[src/rtl/ngh_pkg.sv]
// Shared types and constants for the noise gate with hold and hysteresis.
// Used by ngh_cfg, ngh_ctrl, ngh_dp and noise_gate_hold_hysteresis; no dependencies.
package ngh_pkg;

    // Parameter defaults
    localparam int SAMPLE_BITS_DEF = 24;
    localparam int COEFF_BITS_DEF  = 16;

    // Register field widths
    localparam int PWR_CFG_W  = 48;
    localparam int COEF_CFG_W = 16;
    localparam int HOLD_W     = 16;
    localparam int CH_W       = 2;

    // APB port
    localparam int APB_DATA_W  = 64;
    localparam int APB_ADDR_W  = 6;
    localparam int REG_IDX_LSB = 3;
    localparam int REG_IDX_W   = APB_ADDR_W - REG_IDX_LSB;

    // Gain format: unsigned Q1.16
    localparam int GAIN_W    = 17;
    localparam int GAIN_FRAC = 16;
    localparam logic [GAIN_W-1:0] GAIN_UNITY = GAIN_W'(65536);
    // gain*100 >= 99*unity  <=>  gain >= ceil(0.99 * unity)
    localparam logic [GAIN_W-1:0] GAIN_OPEN_MIN  = GAIN_W'((99 * 65536 + 99) / 100);
    // gain*100 <= unity     <=>  gain <= floor(0.01 * unity)
    localparam logic [GAIN_W-1:0] GAIN_CLOSE_MAX = GAIN_W'(65536 / 100);
    localparam int ROUND_HALF = 32768;

    localparam logic [HOLD_W-1:0]     HOLD_MAX   = {HOLD_W{1'b1}};
    localparam logic [HOLD_W-1:0]     HOLD_RESET = HOLD_W'(480);
    localparam logic [CH_W-1:0]       CH_MONO    = CH_W'(1);
    localparam logic [CH_W-1:0]       CH_RESET   = CH_W'(2);
    localparam logic [COEF_CFG_W-1:0] COEF_RESET = '0;
    localparam logic [PWR_CFG_W-1:0]  PWR_RESET  = '0;

    typedef enum logic [REG_IDX_W-1:0] {
        REG_OPEN_POWER      = 3'd0,
        REG_CLOSE_POWER     = 3'd1,
        REG_ATTACK_COEFF    = 3'd2,
        REG_RELEASE_COEFF   = 3'd3,
        REG_HOLD_SAMPLES    = 3'd4,
        REG_ACTIVE_CHANNELS = 3'd5
    } reg_index_t;

    typedef enum logic [2:0] {
        PH_CLOSED  = 3'd0,
        PH_OPENING = 3'd1,
        PH_OPEN    = 3'd2,
        PH_HOLDING = 3'd3,
        PH_CLOSING = 3'd4
    } gate_phase_t;

    typedef enum logic [2:0] {
        ST_IDLE,
        ST_SQUARE,
        ST_LEVEL,
        ST_GAIN,
        ST_SCALE
    } ctrl_state_t;

    typedef struct packed {
        logic [PWR_CFG_W-1:0]  open_power;
        logic [PWR_CFG_W-1:0]  close_power;
        logic [COEF_CFG_W-1:0] attack_coeff;
        logic [COEF_CFG_W-1:0] release_coeff;
        logic [HOLD_W-1:0]     hold_samples;
        logic [CH_W-1:0]       active_channels;
    } ngh_cfg_t;

    typedef struct packed {
        logic load_in;   // capture the request's samples
        logic sq_en;     // register both squares
        logic lvl_en;    // register threshold flags
        logic gain_en;   // advance phase, hold count and gain
        logic out_load;  // register scaled result
    } ngh_cmd_t;

endpackage

[src/rtl/ngh_ctrl.sv]
// Sequencer for the noise gate: steps one frame through square, level, gain, scale.
// Depends on ngh_pkg; drives the command struct into ngh_dp.
module ngh_ctrl (
    input  logic              aclk,
    input  logic              aresetn,
    input  logic              s_valid,
    output logic              s_ready,
    output logic              m_valid,
    input  logic              m_ready,
    output ngh_pkg::ngh_cmd_t cmd
);

    ngh_pkg::ctrl_state_t state_reg, state_next;
    logic                 m_valid_reg, m_valid_next;
    logic                 out_free;

    assign out_free = ~m_valid_reg | m_ready;
    assign m_valid  = m_valid_reg;

    // next state
    always_comb begin
        state_next = state_reg;
        unique case (state_reg)
            ngh_pkg::ST_IDLE:
                if (s_valid) state_next = ngh_pkg::ST_SQUARE;
            ngh_pkg::ST_SQUARE: state_next = ngh_pkg::ST_LEVEL;
            ngh_pkg::ST_LEVEL:  state_next = ngh_pkg::ST_GAIN;
            ngh_pkg::ST_GAIN:   state_next = ngh_pkg::ST_SCALE;
            ngh_pkg::ST_SCALE: begin
                if (out_free) begin
                    state_next = s_valid ? ngh_pkg::ST_SQUARE : ngh_pkg::ST_IDLE;
                end
            end
            default: state_next = ngh_pkg::ST_IDLE;
        endcase
    end

    // outputs
    always_comb begin
        s_ready      = 1'b0;
        cmd          = '0;
        unique case (state_reg)
            ngh_pkg::ST_IDLE:   s_ready = 1'b1;
            ngh_pkg::ST_SQUARE: cmd.sq_en = 1'b1;
            ngh_pkg::ST_LEVEL:  cmd.lvl_en = 1'b1;
            ngh_pkg::ST_GAIN:   cmd.gain_en = 1'b1;
            ngh_pkg::ST_SCALE: begin
                s_ready      = out_free;
                cmd.out_load = out_free;
            end
            default: ;
        endcase
        cmd.load_in  = s_valid & s_ready;
        m_valid_next = cmd.out_load | (m_valid_reg & ~m_ready);
    end

    always_ff @(posedge aclk) begin
        if (!aresetn) begin
            state_reg   <= ngh_pkg::ST_IDLE;
            m_valid_reg <= 1'b0;
        end else begin
            state_reg   <= state_next;
            m_valid_reg <= m_valid_next;
        end
    end

endmodule

[config.mk]
export PLATFORM = sky130hd
export DESIGN_NAME = ngh_ctrl
export DESIGN_NICKNAME = d
export VERILOG_FILES = /design/src/rtl/ngh_pkg.sv /design/src/rtl/ngh_ctrl.sv
export SDC_FILE = /design/constraint.sdc
export NUM_CORES = 1
export LEC_CHECK = 0
export ABC_CLOCK_PERIOD_IN_PS = 800
export BUFFER_PORTS_ARGS = -buffer_cell sky130_fd_sc_hd__buf_2
export CORE_AREA = 2 2 39 41
export DETAILED_ROUTE_END_ITERATION = 7
export DIE_AREA = 0 0 41 43
export SYNTH_ARGS = -nofsm -noshare
export SYNTH_HDL_FRONTEND = slang
export SYNTH_SLANG_ARGS = --single-unit
[constraint.sdc]
create_clock -name aclk -period 0.8 [get_ports aclk]
set_input_delay 0.16 -clock aclk [delete_from_list [all_inputs] [get_ports aclk]]
set_output_delay 0.16 -clock aclk [all_outputs]
set_load 0.01 [all_outputs]
==> results.md <==
- From synthesis to final layout, the design area changed by 124%.
- The number of unique standard cell types used by synthesis is 15.
- The post-synth net total is 25.
- The floorplan die height is 43 µm.
- The congestion estimate from routability-driven global placement came to 0.698.
- The library cell used most frequently in the layout, excluding fill and tap cells, is buf_6.
- The detailed-router iteration count before antenna repair is 2.
- Once routing completed, OpenROAD measured the worst setup slack at -507 ps.
- Setup repair after global routing could not meet its margin everywhere.
- The initial antenna violation count came to 0.
- The leakage power is 0.227 nW.
- The via count of the first global-routing pass came to 257.
- The wire length per cell is 12.4 µm.
- Synthesis produced 21 cells.
- Clock skew on the completed layout was measured at 5.76 ps.
- The area inside the core boundary is 1380 µm².
- For this run, the total global-route usage over all layers was measured as 0.0925.
- The quantity of I/O buffers inserted on ports is 10.
- STA classifies the critical path startpoint as a register.
- Clock tree synthesis inserted a total of 3 buffers.
- The slew at the pin closest to its max-slew limit is 183 ps.
- The run finished, with violations left.
- In the routed design, unresolved DRC markers number 0.
- Along the worst path, the maximum fanout reaches 2.
- The share of layout cells above drive strength 1 is 0.867.
- The design draws 0.713 mW.
- The cell area that synthesis handed to floorplanning was 216 µm².
- 11 I/O pins were placed.
- The post-route antenna net violation count is 0.
- Fill cells in the final layout number 149.
- The checks that failed: setup timing.
- The CTS tree is yes.
- For this run, the register share of the synthesized area comes to 0.370.
- After the last flow step, the layout net total stands at 51.
- The post-route fraction of the period consumed by the critical path is 1.63.
- At the later pin of the worst-skew pair, clock insertion delay measures 240 ps.
- Max-cap violations in this run came to 0.
- The number of register bits inferred by synthesis is 4.
- The final number of hold-violating endpoints is 0.
- The number of warnings issued by yosys is 0.
- The worst hold path class is in2reg.
- Measured along the x axis, the die boundary spans 41 µm.
- The worst setup path is captured at a primary output.
- The die covers 1760 µm².
- The initial core utilization is 0.156.
- VDD sags by at most 0.000691 V.
- The TritonCTS sink count is 4.
- The remaining max-slew budget at the tightest pin is 0.878.
- The critical path in this run is classified as reg2out.
- The total overflow left after global routing is 0.
- In the layout the commonest cells are buf_6 (9), buf_2 (8), buf_4 (5).
- The first routing iteration left 4 violations.
- The power density relative to cell area is 1470 nW/µm².
- The largest net degree at the start of global routing is 8.
- The number of instances in the placed design is 52.
- The arrival time of data at the critical path endpoint is 1150 ps.
- The maximum count of clock buffers along a single path is 2.
- The row count is 14.
- After clock tree synthesis, the clock-pin slew on the worst setup and hold paths is 40 ps.
- The maximum frequency from static timing analysis is 0.765 GHz.
- Setup violations remaining at the end of the flow were counted as 11.
- The register with the most flip-flops in the layout has 3 of them.
- 0 antenna diodes ended up in the layout.
- The max-slew violation total from the final report is 0.
- The first global-routing pass estimated 1040 µm of wire.
- After detailed routing, the total wire length is 759 µm.
- Detailed placement ended at an HPWL of 414 µm.
- Using the TritonRoute via totals, the vias-per-cell ratio works out to 4.15.
- After layout, the minimum clock period comes to 1310 ps.
- The worst endpoint required time is 640 ps.
- Leaving out filler cells and counting taps, the final layout contains 61.
- The total number of vias is 253.
- The per-instance average area after synthesis is 10.3 µm².
- The depth of the CTS H-tree is 1.
- The clock root buffer is clkbuf_4.
[stage by stage]
stage	util	worst slack, ps	hold slack, ps	setup TNS [ps]	instance area [µm²]
2_1_floorplan	-	-260	278	-1170	229
3_3_place_gp	0.245	-260	410	-1910	339
3_5_place_dp	0.245	-268	422	-2120	339
4_1_cts	0.310	-507	178	-3280	429
5_1_grt	0.351	-569	191	-4040	485
6_report	0.351	-507	188	-3550	485
[where the power goes]
group / internal (mW) / switching [mW] / total [mW]
clock: 0.168 / 0.0902 / 0.259
sequential: 0.213 / 0.0302 / 0.243
combinational: 0.134 / 0.0768 / 0.211
total: 0.516 / 0.197 / 0.713
[worst paths after layout]
check	startpoint	endpoint	slack, ps	depth (start not counted)
worst min-delay path	aresetn	m_valid$_SDFF_PN0_	190	2
worst min register to register	state_reg[2]$_SDFFE_PN0P_	state_reg[1]$_SDFFE_PN0P_	660	3
worst max-delay path	m_valid$_SDFF_PN0_	cmd[4]	-510	4
worst max register to register	m_valid$_SDFF_PN0_	state_reg[0]$_SDFFE_PN0P_	-360	6
[per-layer routing]
layer	part of all wire	GRT usage	routed length (µm)
met3	0.054	0.0628	41
met5	0	0	0
met1	0.38	0.100	292
met2	0.56	0.134	425
met4	0	0.0400	0
[Yosys cell counts]
master    instances  area share
dfxtp_1           4        0.37
nor3b_1           3        0.10
nor2b_1           2       0.058
a211oi_2          1       0.058
a21oi_1           1       0.023
and2_1            1       0.029
and3b_1           1       0.040
and4bb_1          1       0.058
buf_2             1       0.023
nor2_1            1       0.017
nor2b_4           1       0.064
nor3b_2           1       0.058
o21a_1            1       0.035
o21ai_0           1       0.023
xnor2_1           1       0.040
[timing repair]
item,CTS,global route
buffers inserted,3,4
hold buffers,0,0
endpoints found under the setup margin,11,11
resized for setup,13,9
pin swaps,5,7
[cells by family (layout without fill, tap and decap cells)]
kind of cell / after synthesis / count (layout) / share of synthesized area
AOI/OAI and AO/OA: 4 / 4 / 0.139
xor gates and xnor gates: 1 / 1 / 0.0405
buffers and inverters: 1 / 25 / 0.0231
DFF: 4 / 4 / 0.370
and+or+nand+nor: 11 / 11 / 0.428
[layout make-up]
class / count / area, µm² / share of cell area
Timing Repair Buffer: 22 / 179 / 0.369
Multi-Input combinational cell: 16 / 171 / 0.353
Sequential cell: 4 / 92.6 / 0.191
Clock buffer: 3 / 22.5 / 0.0464
Tap cell: 16 / 20.0 / 0.0412
[worst max-delay path: stages (launching register included)]
cell and delay (ps):
dfxtp_2 310, nor2b_4 130, a211oi_4 210, and2_4 170, buf_6 90
(Power assumes the default switching activity.)
