$ cat src/rtl/ngh_pkg.sv
// Shared types and constants for the noise gate with hold and hysteresis.
// Used by ngh_cfg, ngh_ctrl, ngh_dp and noise_gate_hold_hysteresis; no dependencies.
package ngh_pkg;

    // Parameter defaults
    localparam int SAMPLE_BITS_DEF = 24;
    localparam int COEFF_BITS_DEF  = 16;

    // Register field widths
    localparam int PWR_CFG_W  = 48;
    localparam int COEF_CFG_W = 16;
    localparam int HOLD_W     = 16;
    localparam int CH_W       = 2;

    // APB port
    localparam int APB_DATA_W  = 64;
    localparam int APB_ADDR_W  = 6;
    localparam int REG_IDX_LSB = 3;
    localparam int REG_IDX_W   = APB_ADDR_W - REG_IDX_LSB;

    // Gain format: unsigned Q1.16
    localparam int GAIN_W    = 17;
    localparam int GAIN_FRAC = 16;
    localparam logic [GAIN_W-1:0] GAIN_UNITY = GAIN_W'(65536);
    // gain*100 >= 99*unity  <=>  gain >= ceil(0.99 * unity)
    localparam logic [GAIN_W-1:0] GAIN_OPEN_MIN  = GAIN_W'((99 * 65536 + 99) / 100);
    // gain*100 <= unity     <=>  gain <= floor(0.01 * unity)
    localparam logic [GAIN_W-1:0] GAIN_CLOSE_MAX = GAIN_W'(65536 / 100);
    localparam int ROUND_HALF = 32768;

    localparam logic [HOLD_W-1:0]     HOLD_MAX   = {HOLD_W{1'b1}};
    localparam logic [HOLD_W-1:0]     HOLD_RESET = HOLD_W'(480);
    localparam logic [CH_W-1:0]       CH_MONO    = CH_W'(1);
    localparam logic [CH_W-1:0]       CH_RESET   = CH_W'(2);
    localparam logic [COEF_CFG_W-1:0] COEF_RESET = '0;
    localparam logic [PWR_CFG_W-1:0]  PWR_RESET  = '0;

    typedef enum logic [REG_IDX_W-1:0] {
        REG_OPEN_POWER      = 3'd0,
        REG_CLOSE_POWER     = 3'd1,
        REG_ATTACK_COEFF    = 3'd2,
        REG_RELEASE_COEFF   = 3'd3,
        REG_HOLD_SAMPLES    = 3'd4,
        REG_ACTIVE_CHANNELS = 3'd5
    } reg_index_t;

    typedef enum logic [2:0] {
        PH_CLOSED  = 3'd0,
        PH_OPENING = 3'd1,
        PH_OPEN    = 3'd2,
        PH_HOLDING = 3'd3,
        PH_CLOSING = 3'd4
    } gate_phase_t;

    typedef enum logic [2:0] {
        ST_IDLE,
        ST_SQUARE,
        ST_LEVEL,
        ST_GAIN,
        ST_SCALE
    } ctrl_state_t;

    typedef struct packed {
        logic [PWR_CFG_W-1:0]  open_power;
        logic [PWR_CFG_W-1:0]  close_power;
        logic [COEF_CFG_W-1:0] attack_coeff;
        logic [COEF_CFG_W-1:0] release_coeff;
        logic [HOLD_W-1:0]     hold_samples;
        logic [CH_W-1:0]       active_channels;
    } ngh_cfg_t;

    typedef struct packed {
        logic load_in;   // capture the request's samples
        logic sq_en;     // register both squares
        logic lvl_en;    // register threshold flags
        logic gain_en;   // advance phase, hold count and gain
        logic out_load;  // register scaled result
    } ngh_cmd_t;

endpackage

$ cat src/rtl/ngh_cfg.sv
// APB register file for the noise gate: thresholds, coefficients, hold, channels.
// Depends on ngh_pkg.
module ngh_cfg (
    input  logic                                 aclk,
    input  logic                                 aresetn,
    input  logic                                 psel,
    input  logic                                 penable,
    input  logic                                 pwrite,
    input  logic [ngh_pkg::APB_ADDR_W-1:0]       paddr,
    input  logic [ngh_pkg::APB_DATA_W-1:0]       pwdata,
    output logic [ngh_pkg::APB_DATA_W-1:0]       prdata,
    output ngh_pkg::ngh_cfg_t                    cfg
);

    ngh_pkg::ngh_cfg_t  cfg_reg;
    ngh_pkg::reg_index_t idx;
    logic               wr_en;

    assign idx   = ngh_pkg::reg_index_t'(paddr[ngh_pkg::APB_ADDR_W-1:ngh_pkg::REG_IDX_LSB]);
    assign wr_en = psel & penable & pwrite;
    assign cfg   = cfg_reg;

    always_ff @(posedge aclk) begin
        if (!aresetn) begin
            cfg_reg.open_power      <= ngh_pkg::PWR_RESET;
            cfg_reg.close_power     <= ngh_pkg::PWR_RESET;
            cfg_reg.attack_coeff    <= ngh_pkg::COEF_RESET;
            cfg_reg.release_coeff   <= ngh_pkg::COEF_RESET;
            cfg_reg.hold_samples    <= ngh_pkg::HOLD_RESET;
            cfg_reg.active_channels <= ngh_pkg::CH_RESET;
        end else if (wr_en) begin
            case (idx)
                ngh_pkg::REG_OPEN_POWER:
                    cfg_reg.open_power <= pwdata[ngh_pkg::PWR_CFG_W-1:0];
                ngh_pkg::REG_CLOSE_POWER:
                    cfg_reg.close_power <= pwdata[ngh_pkg::PWR_CFG_W-1:0];
                ngh_pkg::REG_ATTACK_COEFF:
                    cfg_reg.attack_coeff <= pwdata[ngh_pkg::COEF_CFG_W-1:0];
                ngh_pkg::REG_RELEASE_COEFF:
                    cfg_reg.release_coeff <= pwdata[ngh_pkg::COEF_CFG_W-1:0];
                ngh_pkg::REG_HOLD_SAMPLES:
                    cfg_reg.hold_samples <= pwdata[ngh_pkg::HOLD_W-1:0];
                ngh_pkg::REG_ACTIVE_CHANNELS:
                    cfg_reg.active_channels <= pwdata[ngh_pkg::CH_W-1:0];
                default: ;  // unmapped addresses ignored
            endcase
        end
    end

    always_comb begin
        case (idx)
            ngh_pkg::REG_OPEN_POWER:
                prdata = ngh_pkg::APB_DATA_W'(cfg_reg.open_power);
            ngh_pkg::REG_CLOSE_POWER:
                prdata = ngh_pkg::APB_DATA_W'(cfg_reg.close_power);
            ngh_pkg::REG_ATTACK_COEFF:
                prdata = ngh_pkg::APB_DATA_W'(cfg_reg.attack_coeff);
            ngh_pkg::REG_RELEASE_COEFF:
                prdata = ngh_pkg::APB_DATA_W'(cfg_reg.release_coeff);
            ngh_pkg::REG_HOLD_SAMPLES:
                prdata = ngh_pkg::APB_DATA_W'(cfg_reg.hold_samples);
            ngh_pkg::REG_ACTIVE_CHANNELS:
                prdata = ngh_pkg::APB_DATA_W'(cfg_reg.active_channels);
            default:
                prdata = '0;
        endcase
    end

endmodule

$ cat config.mk
export PLATFORM = sky130hd
export DESIGN_NAME = ngh_cfg
export DESIGN_NICKNAME = d
export VERILOG_FILES = /design/src/rtl/ngh_pkg.sv /design/src/rtl/ngh_cfg.sv
export SDC_FILE = /design/constraint.sdc
export NUM_CORES = 1
export LEC_CHECK = 0
export BUFFER_PORTS_ARGS = -buffer_cell sky130_fd_sc_hd__buf_2
export CORE_ASPECT_RATIO = 0.75
export CORE_UTILIZATION = 53
export CTS_BUF_LIST = sky130_fd_sc_hd__clkbuf_4 sky130_fd_sc_hd__clkbuf_8
export CTS_CLUSTER_DIAMETER = 30
export DETAILED_ROUTE_END_ITERATION = 7
export PLACE_DENSITY_LB_ADDON = 0.12
export SLEW_MARGIN = 30
export SYNTH_ARGS = -nofsm -noshare
export SYNTH_HDL_FRONTEND = slang
export SYNTH_SLANG_ARGS = --single-unit
$ cat constraint.sdc
create_clock -name aclk -period 4.8 [get_ports aclk]
set_clock_uncertainty 0.2 [all_clocks]
set_input_delay 0.96 -clock aclk [delete_from_list [all_inputs] [get_ports aclk]]
set_output_delay 0.96 -clock aclk [all_outputs]
set_load 0.1 [all_outputs]
==> results.toml <==
[hold_path]
hold_path_startpoint = "cfg[54]"
hold_depth = 2
holdPathEnd = "cfg[54]"
holdCritPathClass = "reg2reg"

[final_layout]
fin_cells = 1085
nets = 987
largest_reg_flops = 146
area_delta_synth_final_pct = 25.8
layout-drive-gt1-share_pct = 34.0
diodes = 0
fill_cells = 979

[synth]
synth_cell_types = 33
synth-edff-count = 0
netlist_instances = 689
synthArstFlopShare_pct = 0
synth_area_mm2 = 0.00658
yosysTopAreaCellShare_pct = 44.4
yosysMostFrequentCell = "nand2_1"
synth.yosys.seq_area_share_pct = 44.4
syn_area_per_cell_um2 = 9.54
synthFlopType = "dfxtp_1"
netlist_top_cells_area = "dfxtp_1, mux2i_1, nand2_1, a22o_1, mux2_2"
yosys.area.top_type = "dfxtp_1"
ys_ff_latch = 146
yosysWarnings = 0
synth_common_cells = "nand2_1, mux2i_1, dfxtp_1"

[flow_run]
maxCapViolCount = 0

[route]
dr.first_iter.drc_count = 319
drt-vias-per-instance = 5.41
drc_errors = 0
wl_per_cell_um = 16.8
antenna_left = 0
first_pass_iters = 5
drt-total-wl_um = 18200
dr_total_vias = 5866

[placement]
portBuffers = 249
gp_congestion = 0.809
dp_hpwl_um = 12500
post-place-cells = 1055

[pwr]
switching_power_mw = 0.745
leakagePower_nw = 3.70
irDropWorstVdd_mv = 0.225
intPower_mw = 1.95
power_frac_seq_pct = 45.5
clockPowerShare_pct = 42.2
p_per_area_mw_per_mm2 = 326
p_comb_share_pct = 12.3
netSwitchingFraction_pct = 27.7

[sta]
tightest_slew_ps = 846
timing.hold.ws_ps = 272
setup-violations-final = 0
max_freq_mhz = 250
drv_slew = 0
fin_tns_setup_ps = 0
relSlewSlack_pct = 43.5
period_needed_ps = 3990
rsz0062_at_grt = "no"
final.period_utilization_pct = 83.2
final_hold_viol_count = 0

[clock_tree]
cts.clk_slew.worst_paths_ps = 80
cts_made_buffers = 17
clkSinkCount = 146
hold_buffers = 0
post_cts_buffers = 0
cts-root-buf = "clkbuf_8"
clockBufferDepth = 2
cts_tree = "yes"
cts_resized = 0
clock_latency_ps = 440
cts_max_level = 4

[worst_setup_path]
cp.required_ps = 3640
crit_path_max_fanout = 32
endpoint_kind = "output port"
cpPeakStageDelay_ps = 470
cp-start-kind = "input pin"
path_cells = "buf_2 -> or2_1 -> nor2_2 -> buf_4 -> a22o_1 -> buf_2"
rr_worst_depth = 2
critPathSlowestCell = "or2_1"
r2r_start = "cfg[9]"
critPathArrivalTime_ps = 2830
r2r_end = "cfg[9]"
rrSetupSlack_ps = 3830
path_class = "in2out"
cp_common_cell = "buf_2"

[floorplanning]
die_h_um = 98.5
start_util_pct = 55.6
die_width_um = 131
pin_count = 285
core_area_mm2 = 0.0118
dieArea_mm2 = 0.0129
row_count = 34

[global_route]
grt.overflow.total = 0
grt_pass1_vias = 5518
grt_max_degree = 109
antenna_found_initial = 0
grt_pass1_wl_um = 28000
grt.total_usage_pct = 28.1

[status]
outcome = "finished clean"
==> per-layer routing <==
metal	wire length [um]	global-route usage [%]	vias up
li1	-	-	2781
met1	7910	36.2	2813
met2	8560	46.4	247
met3	1410	6.24	25
met4	295	9.64	0
met5	0	0	-
==> cells by family (layout without fill, tap and decap cells) <==
group / Yosys count / count (layout) / synth area share, %
DFF: 146 / 146 / 44.4
and+or+nand+nor: 218 / 218 / 13.5
muxes: 166 / 166 / 25.6
buffers and inverters: 78 / 297 / 6.75
AOI/OAI and AO/OA: 80 / 80 / 9.68
other: 1 / 16 / 0.0570
==> stage by stage <==
stage	power, mW	util, %	setup WS, ps	area (um2)
after floorplan	1.53	-	445	6630
after global placement	1.58	65.9	868	7790
after detailed placement	1.58	66.0	831	7800
after CTS	2.71	69.9	832	8270
after global routing	2.77	70.0	690	8270
final	2.69	70.0	807	8270
==> critical path, delay by kind of cell <==
family,cells,cell delay [ps]
AND/OR/NAND/NOR,2,610
buffers and inverters,3,1030
AO/OA/AOI/OAI,1,210
==> cell usage in the layout (no fill, tap or decap), types with 5 or more instances in the layout <==
master	n
inv_1	6
mux2_2	15
nor2_1	9
clkbuf_8	17
buf_2	248
mux2i_1	151
dfxtp_1	146
o311ai_0	5
bufinv_16	6
nand2_1	190
o22ai_1	6
a22oi_1	13
a22o_1	32
a221oi_1	8
buf_4	10
o21a_1	7
o21ai_0	5
conb_1	16
==> power by group through the flow <==
stage	combinational (mW)	sequential, mW	clock, mW
2_1_floorplan	0.207	1.32	0
5_1_grt	0.346	1.23	1.19
3_5_place_dp	0.328	1.25	0
6_report	0.330	1.23	1.14
4_1_cts	0.328	1.23	1.15
3_3_place_gp	0.323	1.25	0
==> worst max path at each step <==
stage	slack, ps	startpoint	depth (start not counted)	end
finish	810	paddr[4]	6	prdata[36]
global route	690	paddr[4]	6	prdata[22]
CTS	830	paddr[4]	6	prdata[36]
detailed placement	830	paddr[4]	6	prdata[36]
global placement	870	paddr[4]	6	prdata[22]
floorplan	450	paddr[3]	5	prdata[10]
==> final cells by class <==
type	instances	area, um2	share of cell area (%)
repair buffers	261	1370	16.5
well taps	162	203	2.45
inverters	6	22.5	0.272
multi-input cells	480	3290	39.7
clock buffers	17	234	2.83
flip-flops and latches	146	2920	35.3
clock inverters	13	235	2.84
Note: power is estimated with default switching activity, not from simulation.
